### src/uer_pkg.sv
`default_nettype none

package uer_pkg;

    localparam int unsigned TIMEOUT_W   = 10;
    localparam int unsigned TICK_W      = 20;
    localparam int unsigned DIST_W      = 18;

    localparam logic [TIMEOUT_W-1:0] TIMEOUT_RST     = 10'd50;
    localparam logic [TICK_W-1:0]    TICKS_PER_MS    = 20'd1000;
    localparam logic [TICK_W-1:0]    PRE_LOW_TICKS   = 20'd2;
    localparam logic [TICK_W-1:0]    TRIG_HIGH_TICKS = 20'd12;

    // distance = (w*343 + 999) / 2000, done as ((w*343 + 999) >> 4) / 125
    localparam int unsigned SCALED_W = 29;
    localparam int unsigned QUART_W  = SCALED_W - 4;
    localparam logic [8:0]          SOUND_MUL  = 9'd343;
    localparam logic [9:0]          ROUND_ADD  = 10'd999;
    // ceil(2^32 / 125); exact for every 25-bit dividend
    localparam int unsigned         RECIP_SH   = 32;
    localparam logic [25:0]         RECIP_125  = 26'd34359739;

    typedef enum logic [2:0] {
        PH_IDLE      = 3'd0,
        PH_WAIT_LOW  = 3'd1,
        PH_PRE_LOW   = 3'd2,
        PH_TRIG_HIGH = 3'd3,
        PH_WAIT_RISE = 3'd4,
        PH_MEASURE   = 3'd5
    } t_phase;

    typedef struct packed {
        logic              trigger;
        logic              busy;
        logic              done;
        logic              timed_out;
        logic [TICK_W-1:0] pulse;
    } t_res;

endpackage

`default_nettype wire

### src/ultrasonic_echo_ranger.sv
`default_nettype none

// Ranging controller for a trigger/echo ultrasonic sensor. Feed one input beat
// per microsecond tick (start request plus sampled echo level); every input
// beat yields exactly one result beat with the trigger level for that tick,
// busy/done/timeout flags, the last echo width in ticks and the distance in mm.
// A start while idle waits for echo low, drives trigger low for two ticks and
// high for twelve (PRE_LOW_TICKS and TRIG_HIGH_TICKS), waits for the echo rise
// and times the high pulse; each wait and the measurement abort once their tick
// count passes the timeout register times 1000. Throughput is one beat per
// clock cycle while o_stall is low. The sequencer itself updates in the cycle
// a beat is taken; the result then runs through a three-stage pipeline
// (flags and width, speed-of-sound product, reciprocal multiply for the
// divide by 2000); o_valid rises once the result has passed r_s1, r_s2 and
// r_s3 in that order. Empty stages collapse, so input beats are still taken
// while a finished result waits on o_valid; o_stall rises only when all
// three stages hold beats and the output is stalled. The timeout
// register may be written at any time the block is idle and takes effect on
// the next tick.
module ultrasonic_echo_ranger #(
    parameter logic [uer_pkg::TICK_W-1:0] PRE_LOW_TICKS   = uer_pkg::PRE_LOW_TICKS,
    parameter logic [uer_pkg::TICK_W-1:0] TRIG_HIGH_TICKS = uer_pkg::TRIG_HIGH_TICKS
) (
    input  wire logic                          i_clk,
    input  wire logic                          i_rst_n,
    // configuration
    input  wire logic                          i_cfg_wr_en,
    input  wire logic [uer_pkg::TIMEOUT_W-1:0] i_cfg_wr_data,
    // input beats
    input  wire logic                          i_valid,
    output logic                               o_stall,
    input  wire logic                          i_start_req,
    input  wire logic                          i_echo,
    // result beats
    output logic                               o_valid,
    input  wire logic                          i_stall,
    output logic                               o_trigger,
    output logic                               o_busy_res,
    output logic                               o_done_res,
    output logic                               o_timed_out,
    output logic [uer_pkg::TICK_W-1:0]         o_echo_width,
    output logic [uer_pkg::DIST_W-1:0]         o_dist_mm
);

    localparam int unsigned TW = uer_pkg::TICK_W;

    // per-phase limit in ticks, held pre-multiplied
    logic [TW-1:0] r_limit;

    // sequencer state
    uer_pkg::t_phase r_phase, n_phase;
    logic [TW-1:0]   r_elapsed, n_elapsed;
    logic [TW-1:0]   r_last_pulse, n_last_pulse;

    // pipeline
    logic                             r_v1, r_v2, r_v3;
    uer_pkg::t_res                    r_s1, r_s2, r_s3;
    uer_pkg::t_res                    n_res;
    logic [uer_pkg::QUART_W-1:0]      r_quart;
    logic [uer_pkg::DIST_W-1:0]       r_dist;
    logic [uer_pkg::SCALED_W-1:0]     scaled;
    logic [uer_pkg::QUART_W+25:0]     recip_prod;

    logic rdy1, rdy2, rdy3, in_take;

    assign rdy3    = !r_v3 || !i_stall;
    assign rdy2    = !r_v2 || rdy3;
    assign rdy1    = !r_v1 || rdy2;
    assign o_stall = !rdy1;
    assign in_take = i_valid && rdy1;

    always_ff @(posedge i_clk) begin
        if (!i_rst_n) begin
            r_limit <= TW'(uer_pkg::TIMEOUT_RST) * uer_pkg::TICKS_PER_MS;
        end else if (i_cfg_wr_en) begin
            r_limit <= TW'(i_cfg_wr_data) * uer_pkg::TICKS_PER_MS;
        end
    end

    // ---- sequencer: one tick per accepted beat ----
    always_ff @(posedge i_clk) begin
        if (!i_rst_n) begin
            r_phase      <= uer_pkg::PH_IDLE;
            r_elapsed    <= '0;
            r_last_pulse <= '0;
        end else if (in_take) begin
            r_phase      <= n_phase;
            r_elapsed    <= n_elapsed;
            r_last_pulse <= n_last_pulse;
        end
    end

    always_comb begin
        uer_pkg::t_phase ph;
        logic [TW-1:0]   el;
        logic [TW-1:0]   el_inc;
        logic            trig;
        logic            done;
        logic            tmo;

        // idle (or a code that means nothing) picks up a start on this tick
        ph = r_phase;
        el = r_elapsed;
        unique case (r_phase)
            uer_pkg::PH_WAIT_LOW, uer_pkg::PH_PRE_LOW, uer_pkg::PH_TRIG_HIGH,
            uer_pkg::PH_WAIT_RISE, uer_pkg::PH_MEASURE: begin
            end
            default: begin
                ph = uer_pkg::PH_IDLE;
                if (i_start_req) begin
                    ph = uer_pkg::PH_WAIT_LOW;
                    el = '0;
                end
            end
        endcase

        el_inc       = el + TW'(1);
        n_phase      = ph;
        n_elapsed    = el;
        n_last_pulse = r_last_pulse;
        trig         = 1'b0;
        done         = 1'b0;
        tmo          = 1'b0;

        unique case (ph)
            uer_pkg::PH_WAIT_LOW: begin
                if (!i_echo) begin
                    n_phase   = uer_pkg::PH_PRE_LOW;
                    n_elapsed = '0;
                end else begin
                    n_elapsed = el_inc;
                    tmo       = el_inc > r_limit;
                end
            end
            uer_pkg::PH_PRE_LOW: begin
                n_elapsed = el_inc;
                if (el_inc >= PRE_LOW_TICKS) begin
                    n_phase   = uer_pkg::PH_TRIG_HIGH;
                    n_elapsed = '0;
                end
            end
            uer_pkg::PH_TRIG_HIGH: begin
                trig      = 1'b1;
                n_elapsed = el_inc;
                if (el_inc >= TRIG_HIGH_TICKS) begin
                    n_phase   = uer_pkg::PH_WAIT_RISE;
                    n_elapsed = '0;
                end
            end
            uer_pkg::PH_WAIT_RISE: begin
                if (i_echo) begin
                    // rising tick is the first high tick
                    n_phase   = uer_pkg::PH_MEASURE;
                    n_elapsed = TW'(1);
                    tmo       = r_limit == '0;
                end else begin
                    n_elapsed = el_inc;
                    tmo       = el_inc > r_limit;
                end
            end
            uer_pkg::PH_MEASURE: begin
                if (!i_echo) begin
                    done         = 1'b1;
                    n_last_pulse = el;
                    n_phase      = uer_pkg::PH_IDLE;
                    n_elapsed    = '0;
                end else begin
                    n_elapsed = el_inc;
                    tmo       = el_inc > r_limit;
                end
            end
            default: begin
            end
        endcase

        if (tmo) begin
            done         = 1'b1;
            n_last_pulse = '0;
            n_phase      = uer_pkg::PH_IDLE;
            n_elapsed    = '0;
        end

        n_res.trigger   = trig;
        n_res.busy      = n_phase != uer_pkg::PH_IDLE;
        n_res.done      = done;
        n_res.timed_out = tmo;
        n_res.pulse     = n_last_pulse;
    end

    // ---- result pipeline ----
    assign scaled = uer_pkg::SCALED_W'(r_s1.pulse) * uer_pkg::SCALED_W'(uer_pkg::SOUND_MUL)
                  + uer_pkg::SCALED_W'(uer_pkg::ROUND_ADD);

    assign recip_prod = (uer_pkg::QUART_W + 26)'(r_quart)
                      * (uer_pkg::QUART_W + 26)'(uer_pkg::RECIP_125);

    always_ff @(posedge i_clk) begin
        if (!i_rst_n) begin
            r_v1 <= 1'b0;
            r_v2 <= 1'b0;
            r_v3 <= 1'b0;
        end else begin
            if (rdy1) begin
                r_v1 <= i_valid;
            end
            if (rdy2) begin
                r_v2 <= r_v1;
            end
            if (rdy3) begin
                r_v3 <= r_v2;
            end
        end
    end

    always_ff @(posedge i_clk) begin
        if (in_take) begin
            r_s1 <= n_res;
        end
        if (rdy2 && r_v1) begin
            r_s2    <= r_s1;
            r_quart <= scaled[uer_pkg::SCALED_W-1:4];
        end
        if (rdy3 && r_v2) begin
            r_s3   <= r_s2;
            r_dist <= recip_prod[uer_pkg::RECIP_SH +: uer_pkg::DIST_W];
        end
    end

    assign o_valid      = r_v3;
    assign o_trigger    = r_s3.trigger;
    assign o_busy_res   = r_s3.busy;
    assign o_done_res   = r_s3.done;
    assign o_timed_out  = r_s3.timed_out;
    assign o_echo_width = r_s3.pulse;
    assign o_dist_mm    = r_dist;

endmodule

`default_nettype wire

### config.mk
export PLATFORM = sky130hd
export DESIGN_NAME = ultrasonic_echo_ranger
export DESIGN_NICKNAME = d
export VERILOG_FILES = /design/src/uer_pkg.sv /design/src/ultrasonic_echo_ranger.sv
export SDC_FILE = /design/constraint.sdc
export NUM_CORES = 1
export LEC_CHECK = 0
export ABC_CLOCK_PERIOD_IN_PS = 7400
export BUFFER_PORTS_ARGS = -buffer_cell sky130_fd_sc_hd__buf_2
export CORE_MARGIN = 8
export CORE_UTILIZATION = 30
export DETAILED_ROUTE_END_ITERATION = 7
export GPL_TIMING_DRIVEN = 0
export PLACE_DENSITY = 0.42
export SLEW_MARGIN = 20
export SYNTH_ARGS = -nofsm -noshare
export SYNTH_HDL_FRONTEND = slang
export SYNTH_SLANG_ARGS = --single-unit
### constraint.sdc
create_clock -name i_clk -period 7.4 [get_ports i_clk]
set_clock_uncertainty 0.1 [all_clocks]
set_input_delay 0 -clock i_clk [delete_from_list [all_inputs] [get_ports i_clk]]
set_output_delay 0 -clock i_clk [all_outputs]
set_load 0.01 [all_outputs]
==> metrics.txt <==
hold path endpoint r_limit[6]; Mapped Cells approximately 2200; Final min period 7.106 ns; R2R Path Start r_quart[20]; Syn-to-layout area delta 12.15%; status finished, final reports clean; CP max stage delay 0.56 ns; clock insertion delay at the later pin of the skew report just under 0.5 ns; post-layout util 33.99%; # fillers between 7000 and 8000; Initial Util a little under a third; Worst Path Buf+Inv 3; Synth cell types 76; fin crit share 96.03%; final WL 55330 microns; fmax between 0.1 and 0.15 GHz; Synth Flop Type edfxtp_1; vias in the first global route ~16000; CP cell instances fa_1, fa_1, fa_1, fa_1, fa_1, inv_1, fa_1, fa_1, inv_1, ha_1, a222oi_1, nand2_1, o311ai_4, a311oi_4, a311oi_4, buf_4, o31ai_4, a21oi_2, o21ai_0, xor2_1; largest net degree at the start of global routing 31; Reg2Reg Setup Slack 0.29 ns; initial antenna violation count 2; drt via density approximately 4.5; H-tree levels 4; Data arrival, critical path between 7 and 8 ns; FF+latch count, synth about 180; max-slew violation count 0; number of cells on the critical path 20; routed len/inst 16.84 microns; worst-path fanout max 3; clock tree buffer depth 2; Post-synth EDFFs roughly 120; critical path endpoint category register; aggregate global-route resource usage about 13%; tightest hold margin between 0.07 and 0.08 ns; CP top delay family adder cells; dpl hpwl 46460 microns; synthesized area per cell between 10 and 15 sq um; Cell Area, Synth around 23000 sq um; Die Wd 290.2 microns; Crit path top cell by count fa_1; slew at the pin closest to its max-slew limit 0.7130 ns; commonest non-fill, non-tap cell in the layout inv_1; hold path cells 5; post-synth net total 2918; grt total ovfl 0; CP max-delay cell fa_1; layout net count ~3000; Die Area roughly 84000 sq um; TritonCTS Buffers 17; Core Box Area around 74000 sq um; Row Count 100; Clk pin slew, worst setup/hold paths 0.09 ns; Final Hold Violating Endpoints 0; port bufs 58; I/O pin total 61; Setup crit start kind register; CTS tree built; Final ANT Viol Nets 0; FF-to-FF path depth 20; drt pass-1 iters 4; Slew HR a little over half; placer congestion estimate roughly 0.84; layout cell share with drive strength beyond 1 under 10%; Seq/Total Area, Yosys about a fifth; fin cells roughly 3300; root buffer cell clkbuf_16; vias after detailed routing approximately 15000; DR DRC count 0; Yosys warnings 0; Hold Path Class input port to register; clk sinks 178; placed cell count about 3200; endpoints failing setup 0; global-route wire length before repair between 80000 and 90000 microns; Required @ worst endpoint roughly 7.6 ns; die height a little under 300 microns; FF-to-FF End o_dist_mm[15]; critical path type register to register; most frequent cells in the layout inv_1, ha_1, fa_1, nand2_1, edfxtp_1; fraction of registers with async set/reset 0%; hold_sp i_cfg_wr_data[3]; Max Cap Violations 0; DRT iter0 DRCs 569; setup_tns 0 ns
-- sequential cells by signal, summed over array words and instances (netlist names), 3 cells and up --
| signal | cells |
|---|---|
| r_quart | 25 |
| r_s1 | 24 |
| r_s2 | 24 |
| o_echo_width | 20 |
| r_elapsed | 20 |
| r_last_pulse | 20 |
| o_dist_mm | 18 |
| r_limit | 17 |
| r_phase | 3 |
-- tightest hold or removal path: cells and delay by family --
kind / cells / cell delay [ns]
fa+ha+maj: 2 / 0.29
buf+inv: 1 / 0.20
compound gates: 1 / 0.07
simple gates: 1 / 0.06
-- worst max-delay path by stage --
| stage | to | start |
|---|---|---|
| floorplan | o_dist_mm[15] | r_quart[19] |
| CTS | o_dist_mm[11] | r_quart[19] |
| detailed placement | o_dist_mm[16] | r_quart[14] |
| global placement | o_dist_mm[16] | r_quart[7] |
| finish | o_dist_mm[15] | r_quart[20] |
| global route | o_dist_mm[11] | r_quart[19] |
-- synthesized netlist by cell type (23+ instances only) --
master,instances,share of area [%]
xor2_1,25,0.97
nand2_1,125,2.1
fa_1,307,27
dfxtp_1,63,5.6
nand3_1,27,0.60
a21o_1,32,1.1
a21oi_1,87,1.9
nor3_1,25,0.55
o21ai_0,27,0.60
a21boi_0,23,0.77
ha_1,417,23
nor2_1,67,1.1
xnor2_1,46,1.8
clkbuf_1,32,0.53
edfxtp_1,115,15
inv_1,523,8.7
-- cell families after synthesis --
logic type	share of synthesized area, %
compound gates	8.457
xor+xnor	2.756
fa+ha+maj	50.37
buf+inv	9.422
flops	20.90
mux	0.3993
simple gates	7.703
-- routing by layer --
| layer | GRT usage, % | vias up | wire length, microns |
|---|---|---|---|
| met5 | 0 | - | 0 |
| met4 | 4.139 | 0 | 1352 |
| li1 | - | 7362 | - |
| met3 | 1.741 | 55 | 1136 |
| met2 | 23.34 | 166 | 26930 |
| met1 | 17.34 | 7271 | 25910 |
-- timing repair --
item                                    4_1_cts  5_1_grt
buffers inserted                             23       13
hold buffers                                  8        0
pin swaps                                     2        5
endpoints found under the setup margin       14       12
endpoints found under the hold margin        30        0
resized for setup                            10       17
-- per-stage QoR --
step	setup WS [ns]	cell area [sq um]
2_1_floorplan	0.6374	22560
3_3_place_gp	-0.8150	24060
3_5_place_dp	-0.8293	24210
4_1_cts	0.06228	25110
5_1_grt	-0.01749	25300
6_report	0.2938	25300
-- cell type report --
cell class | count | area, sq um | share of cell area, %
Clock inverter | 14 | 171.4 | 0.6774
Inverter | 523 | 1963 | 7.758
Tap cell | 969 | 1212 | 4.792
Sequential cell | 178 | 4715 | 18.63
Clock buffer | 18 | 429.2 | 1.696
Antenna cell | 1 | 2.502 | 0.009890
Buffer | 39 | 163.9 | 0.6478
Timing Repair Buffer | 107 | 763.2 | 3.016
Multi-Input combinational cell | 1437 | 15880 | 62.77
Power is left out: the tool's default activity adds up to more than one toggle a clock period on the data nets, which glitch-free logic cannot reach.
